==> config.mk <==
export PLATFORM = sky130hd
export DESIGN_NAME = rmh_ctrl
export DESIGN_NICKNAME = d
export VERILOG_FILES = /design/src/design/rmh_pkg.sv /design/src/design/rmh_ctrl.sv
export SDC_FILE = /design/constraint.sdc
export NUM_CORES = 1
export LEC_CHECK = 0
export BUFFER_PORTS_ARGS = -buffer_cell sky130_fd_sc_hd__buf_2
export CAP_MARGIN = 20
export CORE_ASPECT_RATIO = 1.25
export CORE_MARGIN = 1.5
export CORE_UTILIZATION = 47
export CTS_CLUSTER_SIZE = 16
export DETAILED_ROUTE_END_ITERATION = 8
export PLACE_DENSITY = 0.8
export SLEW_MARGIN = 30
export SYNTH_ARGS = -nofsm -noshare
export SYNTH_HDL_FRONTEND = slang
export SYNTH_SLANG_ARGS = --single-unit
==> constraint.sdc <==
create_clock -name aclk -period 1.3 [get_ports aclk]
set_input_delay 0.065 -clock aclk [delete_from_list [all_inputs] [get_ports aclk]]
set_output_delay 0.065 -clock aclk [all_outputs]
set_load 0.01 [all_outputs]
==> src/design/rmh_pkg.sv <==
// ----------------------------------------------------------------------------
// rmh_pkg
// Shared constants, command/status types and helpers for the two-heap
// running median block.
// ----------------------------------------------------------------------------
package rmh_pkg;

    localparam int HEAP_DEPTH = 512;
    localparam int IDX_W      = $clog2(HEAP_DEPTH);
    localparam int CNT_W      = $clog2(HEAP_DEPTH + 1);
    localparam int DATA_W     = 32;

    localparam logic [DATA_W-1:0] SIGN_FLIP = {1'b1, {(DATA_W-1){1'b0}}};
    localparam logic [CNT_W-1:0]  CNT_FULL  = CNT_W'(HEAP_DEPTH);
    localparam logic [CNT_W:0]    TOTAL_CAP = (CNT_W+1)'(2 * HEAP_DEPTH);

    // heap select
    localparam logic SEL_LO = 1'b0;
    localparam logic SEL_UP = 1'b1;

    // datapath operations
    localparam logic [3:0] DP_NOP      = 4'd0;
    localparam logic [3:0] DP_LOAD     = 4'd1;
    localparam logic [3:0] DP_RD_ROOT  = 4'd2;
    localparam logic [3:0] DP_SET_PUSH = 4'd3;
    localparam logic [3:0] DP_UP_RD    = 4'd4;
    localparam logic [3:0] DP_UP_CMP   = 4'd5;
    localparam logic [3:0] DP_WR_VAL   = 4'd6;
    localparam logic [3:0] DP_SET_REPL = 4'd7;
    localparam logic [3:0] DP_RD_LAST  = 4'd8;
    localparam logic [3:0] DP_SET_POP  = 4'd9;
    localparam logic [3:0] DP_DN_RDL   = 4'd10;
    localparam logic [3:0] DP_DN_RDR   = 4'd11;
    localparam logic [3:0] DP_DN_CMP   = 4'd12;
    localparam logic [3:0] DP_MED      = 4'd13;

    typedef struct packed {
        logic [3:0] op;
        logic       sel;
        logic       src_moved;
    } dp_cmd_t;

    typedef struct packed {
        logic full_all;
        logic lo_empty;
        logic lo_full;
        logic up_full;
        logic key_lt_lo;
        logic key_lt_up;
        logic lo_heavy;
        logic up_heavy;
        logic idx_zero;
        logic up_stop;
        logic no_left;
        logic dn_stop;
        logic out_free;
    } dp_stat_t;

    // max-heap for the lower half, min-heap for the upper half
    function automatic logic outranks(input logic is_min,
                                      input logic [DATA_W-1:0] a,
                                      input logic [DATA_W-1:0] b);
        return is_min ? (a < b) : (a > b);
    endfunction

endpackage

==> src/design/rmh_ctrl.sv <==
// ----------------------------------------------------------------------------
// rmh_ctrl
// Sequencer: insert decision, sift-up/sift-down loops, rebalance, result.
// ----------------------------------------------------------------------------
module rmh_ctrl (
    input  logic              aclk,
    input  logic              aresetn,
    input  logic              s_valid,
    output logic              s_ready,
    output rmh_pkg::dp_cmd_t  cmd,
    input  rmh_pkg::dp_stat_t stat
);
    import rmh_pkg::*;

    localparam logic [3:0] S_IDLE   = 4'd0;
    localparam logic [3:0] S_CHK    = 4'd1;
    localparam logic [3:0] S_DEC    = 4'd2;
    localparam logic [3:0] S_UPRD   = 4'd3;
    localparam logic [3:0] S_UPCMP  = 4'd4;
    localparam logic [3:0] S_DNL    = 4'd5;
    localparam logic [3:0] S_DNR    = 4'd6;
    localparam logic [3:0] S_DNC    = 4'd7;
    localparam logic [3:0] S_BAL    = 4'd8;
    localparam logic [3:0] S_PLAST  = 4'd9;
    localparam logic [3:0] S_PSET   = 4'd10;
    localparam logic [3:0] S_PUSHMV = 4'd11;
    localparam logic [3:0] S_MRD    = 4'd12;
    localparam logic [3:0] S_MED    = 4'd13;

    localparam logic [1:0] R_BAL  = 2'd0;
    localparam logic [1:0] R_MED  = 2'd1;
    localparam logic [1:0] R_MVUP = 2'd2;
    localparam logic [1:0] R_MVLO = 2'd3;

    logic [3:0] state_reg, state_next, ret_state;
    logic [1:0] ret_reg, ret_next;
    logic       sel_reg, sel_next;

    always_comb begin
        unique case (ret_reg)
            R_BAL:   ret_state = S_BAL;
            R_MED:   ret_state = S_MRD;
            default: ret_state = S_PUSHMV;
        endcase
    end

    always_comb begin
        state_next    = state_reg;
        ret_next      = ret_reg;
        sel_next      = sel_reg;
        cmd.op        = DP_NOP;
        cmd.sel       = sel_reg;
        cmd.src_moved = 1'b0;
        unique case (state_reg)
            S_IDLE: if (s_valid) begin
                cmd.op     = DP_LOAD;
                state_next = S_CHK;
            end
            S_CHK: begin
                if (stat.full_all) begin
                    state_next = S_MRD;
                end else begin
                    cmd.op     = DP_RD_ROOT;
                    state_next = S_DEC;
                end
            end
            S_DEC: begin
                if (stat.lo_empty || stat.key_lt_lo) begin
                    cmd.sel = SEL_LO;
                    if (!stat.lo_full) begin
                        cmd.op     = DP_SET_PUSH;
                        ret_next   = R_BAL;
                        state_next = S_UPRD;
                    end else begin
                        cmd.op     = DP_SET_REPL;
                        ret_next   = R_MVUP;
                        state_next = S_DNL;
                    end
                end else if (!stat.up_full) begin
                    cmd.sel    = SEL_UP;
                    cmd.op     = DP_SET_PUSH;
                    ret_next   = R_BAL;
                    state_next = S_UPRD;
                end else if (stat.key_lt_up) begin
                    cmd.sel    = SEL_LO;
                    cmd.op     = DP_SET_PUSH;
                    ret_next   = R_MED;
                    state_next = S_UPRD;
                end else begin
                    cmd.sel    = SEL_UP;
                    cmd.op     = DP_SET_REPL;
                    ret_next   = R_MVLO;
                    state_next = S_DNL;
                end
            end
            S_UPRD: begin
                if (stat.idx_zero) begin
                    cmd.op     = DP_WR_VAL;
                    state_next = ret_state;
                end else begin
                    cmd.op     = DP_UP_RD;
                    state_next = S_UPCMP;
                end
            end
            S_UPCMP: begin
                cmd.op     = DP_UP_CMP;
                state_next = stat.up_stop ? ret_state : S_UPRD;
            end
            S_DNL: begin
                if (stat.no_left) begin
                    cmd.op     = DP_WR_VAL;
                    state_next = ret_state;
                end else begin
                    cmd.op     = DP_DN_RDL;
                    state_next = S_DNR;
                end
            end
            S_DNR: begin
                cmd.op     = DP_DN_RDR;
                state_next = S_DNC;
            end
            S_DNC: begin
                cmd.op     = DP_DN_CMP;
                state_next = stat.dn_stop ? ret_state : S_DNL;
            end
            S_BAL: begin
                if (stat.lo_heavy) begin
                    cmd.op     = DP_RD_ROOT;
                    sel_next   = SEL_LO;
                    state_next = S_PLAST;
                end else if (stat.up_heavy) begin
                    cmd.op     = DP_RD_ROOT;
                    sel_next   = SEL_UP;
                    state_next = S_PLAST;
                end else begin
                    state_next = S_MRD;
                end
            end
            S_PLAST: begin
                cmd.op     = DP_RD_LAST;
                state_next = S_PSET;
            end
            S_PSET: begin
                cmd.op     = DP_SET_POP;
                ret_next   = (sel_reg == SEL_LO) ? R_MVUP : R_MVLO;
                state_next = S_DNL;
            end
            S_PUSHMV: begin
                cmd.op        = DP_SET_PUSH;
                cmd.sel       = (ret_reg == R_MVUP) ? SEL_UP : SEL_LO;
                cmd.src_moved = 1'b1;
                ret_next      = R_MED;
                state_next    = S_UPRD;
            end
            S_MRD: begin
                cmd.op     = DP_RD_ROOT;
                state_next = S_MED;
            end
            S_MED: if (stat.out_free) begin
                cmd.op     = DP_MED;
                state_next = S_IDLE;
            end
            default: state_next = S_IDLE;
        endcase
    end

    always_ff @(posedge aclk) begin
        if (!aresetn) begin
            state_reg <= S_IDLE;
            ret_reg   <= R_MED;
            sel_reg   <= SEL_LO;
        end else begin
            state_reg <= state_next;
            ret_reg   <= ret_next;
            sel_reg   <= sel_next;
        end
    end

    assign s_ready = state_reg == S_IDLE;

endmodule

# == Word-level counts from Yosys, hierarchy flattened ==
# Index checks and enable logic that the tools add are counted.
# word_totals
in_bits,16
regBits,7
out_inout_bits,7
elab_cells,65
# op_classes
muxes,38
n_reduce_logical,7
n_eq_ne,17
# op_table
cell,n
one-hot mux 4 bit (14 select lines),2
two-way mux 4 bit,13
"== test 4 bit, second input constant",6
"== test 4 x 3 -> 1 bit, second input constant",4
two-way mux 2 bit,8
two-way mux 3 bit,5
"== test 4 x 2 -> 1 bit, second input constant",2
two-way mux 1 bit,6
one-hot mux 2 bit (3 select lines),1
one-hot mux 3 bit (2 select lines),1
two-way mux 5 bit,1
"== test 4 x 1 -> 1 bit, second input constant",1
logical NOT 4 bit,1
"!= test 2 bit, second input constant",2
AND reduction 2 bit,2
nonzero test 3 bit,1
"== test 2 x 1 -> 1 bit, second input constant",1
"== test 2 bit, second input constant",1
logical NOT 2 bit,1
one-hot mux 1 bit (2 select lines),1
nonzero test 2 bit,1
logical OR 1 bit,1

# == Depth between registers and ports, before layout ==
# logic_depth
depth_word,4
ltp_mapped,6
depth_no_buf,4

# == Least setup slack after synthesis ==
# No wires, ideal clock.
# synth_timing
path_type,reg-to-output
from,reg state_reg[0]
to,out cmd[1] (netlist name)
required_ns,1.235
path_stages_with_launch,6
n_path_buf,1
arrival_ns,1.342
path_slack_ns,-0.107
path_cell_list,dfxtp_1 > buf_6 > or4b_4 > a211oi_1 > a31oi_1 > o21ai_1
# synth_lines
item,line,source
from (decl),rmh_ctrl.sv:35,"logic [3:0] state_reg, state_next, ret_state;"
from (signal assigned),rmh_ctrl.sv:173,state_reg <= state_next;
to (decl),rmh_ctrl.sv:10,"output rmh_pkg::dp_cmd_t cmd,"

==> summary.md <==
| Metric | Value |
|---|---|
| Status | complete, but fails checks |
| Failing checks | setup timing |
| CP max FO | 3 |
| Hold path start | stat[6] |
| Final setup vio count | 13 |
| Largest net degree at the start of global routing | 17 |
| Detailed-route via count | approximately 1300 |
| RePlAce Congestion | 0.9204 |
| Skew-Pair Late Insertion Delay | roughly 260 ps |
| Worst R2R End | state_reg[2] |
| DR iter-0 viols | 77 |
| Vias in the first global route | 1264 |
| Worst Hold Class | input pin to flop |
| Synthesized area | between 900 and 1000 um2 |
| Leakage | between 0.6 and 0.7 nW |
| Commonest cells in the netlist | nand2_1, a21oi_1, nor2_1 |
| Final net count | around 210 |
| Die H | ~52 um |
| Cells after synthesis | between 100 and 150 |
| Pwr/cell area | approximately 2300 nW/um2 |
| Cts bufs inserted | 3 |
| Crit-path max cell delay | approximately 500 ps |
| Critical Path, Cell by Cell | buf_6 -> or4b_4 -> a211oi_2 -> a31oi_1 -> o21ai_1 -> buf_2 |
| Skew final | ~6.4 ps |
| CTS tree | done |
| Largest buffer count on any clock path | 2 |
| ANT nets after route | 0 |
| Asr flop ratio synth | 0% |
| Maximum clock frequency | roughly 580 MHz |
| Die area | 2199 um2 |
| Hold Slack | 13.93 ps |
| Most frequent cell after synthesis | nand2_1 |
| Dominant cell type by area after synthesis | dfxtp_1 |
| Pins Over Slew Limit | 0 |
| GRT overflow | 0 |
| RSZ-0062 raised after global routing | yes |
| Drt wl/cell | around 19 um |
| R2R depth | 7 |
| DR vias/cell | approximately 6.4 |
| CP arrival | 1650 ps |
| Initial antenna violation count | 0 |
| Max reg flops | 4 |
| TritonRoute pass-1 iters | 4 |
| # port buffers | 22 |
| Syn Nets | roughly 140 |
| Final Core Density | between 80% and 90% |
| # IOs | 23 |
| Warnings from Yosys | 0 |
| Period minus WS final | approximately 1700 ps |
| Site row count | 17 |
| GRT Resource Usage Total | around 33% |
| Post-synth EDFFs | 0 |
| Residual DRC | 0 |
| Top post-synthesis cells by area | dfxtp_1, a21oi_1, buf_4 |
| Root Driver | clkbuf_4 |
| Final period util | 131.9% |
| Clock sinks | 7 |
| Worst path top cell family by delay | simple AND/OR/NAND/NOR gates |
| Max Cap Viol | 0 |
| Register area share after synthesis | 15.49% |
| CP required | between 1000 and 1500 ps |
| Element type at the critical path start | flop |
| Critical Path End Type | primary output |
| Yosys cell types | 54 |
| Core Area | between 1500 and 2000 um2 |
| Avg Synthesized Cell Area | 7.180 um2 |
| Starting density of the core | between 50 and 60% |
| Actual slew at the worst max-slew pin | a little under 300 ps |
| Global-route wire length before repair | around 5500 um |
| Worst IR drop on VDD | about 1.7 mV |
| Slew headroom | approximately four fifths |
| Count of final hold-check violations | 0 |
| R2R Setup Slk | -310 ps |
| Slack of the critical path | -414.5 ps |
| CP Buf/Inv Count | 2 |
| Routed wire length | between 3000 and 4000 um |
| Post-synth top area share | between 10% and 20% |
| FF+latch count, synth | 7 |
| RR Startpoint | state_reg[3] |
| Clock transition at path regs | about 60 ps |
| Slowest-stage cell, CP | or4b_4 |
| Number of H-tree levels | 1 |
| Min-Delay Path Depth | 2 |
| Hold Crit Endpoint | sel_reg |
| Layout area overhead | 74.41% |
| WS Path Type | flop to primary output |
| Dpl hpwl | roughly 2300 um |
| FILL cells | 96 |
| Die Width | about 42 um |
| Ant diodes | 0 |
| Synth Flop Type | dfxtp_1 |
| Hold Buf Count CTS | 0 |
| Layout cells sized above 1 | a little under three fifths |
-- through the flow --
step	cell area [um2]	power (W)	setup slack [ps]	TNS (ps)	instances
after floorplan	933.4	0.001682	-89.54	-290.3	126
after global placement	1199	0.002331	-177.7	-1373	184
after detailed placement	1199	0.002370	-222.7	-1654	184
after CTS	1463	0.003135	-405.0	-3308	202
after global routing	1578	0.003767	-482.1	-4191	207
final	1578	0.003588	-414.5	-3532	207
-- routing by layer --
metal / routed length [um] / track usage (%)
met4: 105 / 16.67
met1: 1491 / 34.87
met5: 0 / 0
met2: 1983 / 62.82
met3: 267 / 3.819
-- area by class of cell --
| class | instances | area (um2) | share of cell area, % |
|---|---|---|---|
| multi-input cells | 101 | 805.8 | 51.07 |
| repair buffers | 68 | 541.8 | 34.34 |
| flip-flops and latches | 7 | 150.1 | 9.516 |
| well taps | 19 | 23.77 | 1.507 |
| inverters | 8 | 30.03 | 1.903 |
| clock buffers | 4 | 26.28 | 1.665 |
-- placed cells by master (no fill, tap or decap), types with 2 or more instances in the layout --
| master | count |
|---|---|
| buf_4 | 29 |
| buf_2 | 21 |
| buf_6 | 15 |
| nand2_1 | 10 |
| a21oi_1 | 8 |
| nor2_1 | 8 |
| inv_1 | 5 |
| o21ai_1 | 5 |
| a31oi_1 | 5 |
| o21ai_2 | 3 |
| nand2b_1 | 3 |
| inv_2 | 3 |
| nor3_1 | 3 |
| clkbuf_4 | 3 |
| dfxtp_1 | 3 |
| nor3_4 | 2 |
| a211oi_1 | 2 |
| a22o_1 | 2 |
| nor2b_4 | 2 |
| nor2b_1 | 2 |
| or3b_4 | 2 |
| a22oi_1 | 2 |
| or3_1 | 2 |
| buf_8 | 2 |
| dfxtp_2 | 2 |
| dfxtp_4 | 2 |
-- how the worst max path moves through the flow --
stage / startpoint / to / slack (ps) / cells past startpoint
after floorplan: state_reg[0] / ret_reg[0] / -90 / 4
after global placement: state_reg[1] / state_reg[1] / -180 / 5
after detailed placement: state_reg[1] / state_reg[1] / -220 / 5
after CTS: state_reg[3] / cmd[1] / -400 / 6
after global routing: state_reg[3] / cmd[1] / -480 / 6
final: state_reg[3] / cmd[1] / -410 / 6
-- worst register-to-register path: cells and delay by family (launching register included) --
| kind | cells | cell delay (ps) |
|---|---|---|
| DFF | 1 | 330 |
| and+or+nand+nor | 1 | 400 |
| AOI/OAI and AO/OA | 3 | 440 |
| buffers and inverters | 3 | 360 |
-- cell families after synthesis --
kind of cell | count (synthesis) | synth area share, %
compound gates | 44 | 33.47
xor+xnor | 2 | 1.937
mux | 2 | 2.351
flops | 7 | 15.49
buf+inv | 18 | 10.79
simple gates | 53 | 35.96
-- power by group --
part           internal (W)  switching [W]  leakage, nW
registers          0.000311       0.000129       0.0594
logic               0.00157        0.00137        0.619
clock network      0.000118      0.0000914       0.0150
total               0.00199        0.00159        0.693
-- repair_timing --
item,in CTS,in global routing
setup endpoints to repair,14,14
setup buffers,14,6
gates resized for setup,33,18
pin swaps,14,11
Note: power is estimated with default switching activity, not from simulation.
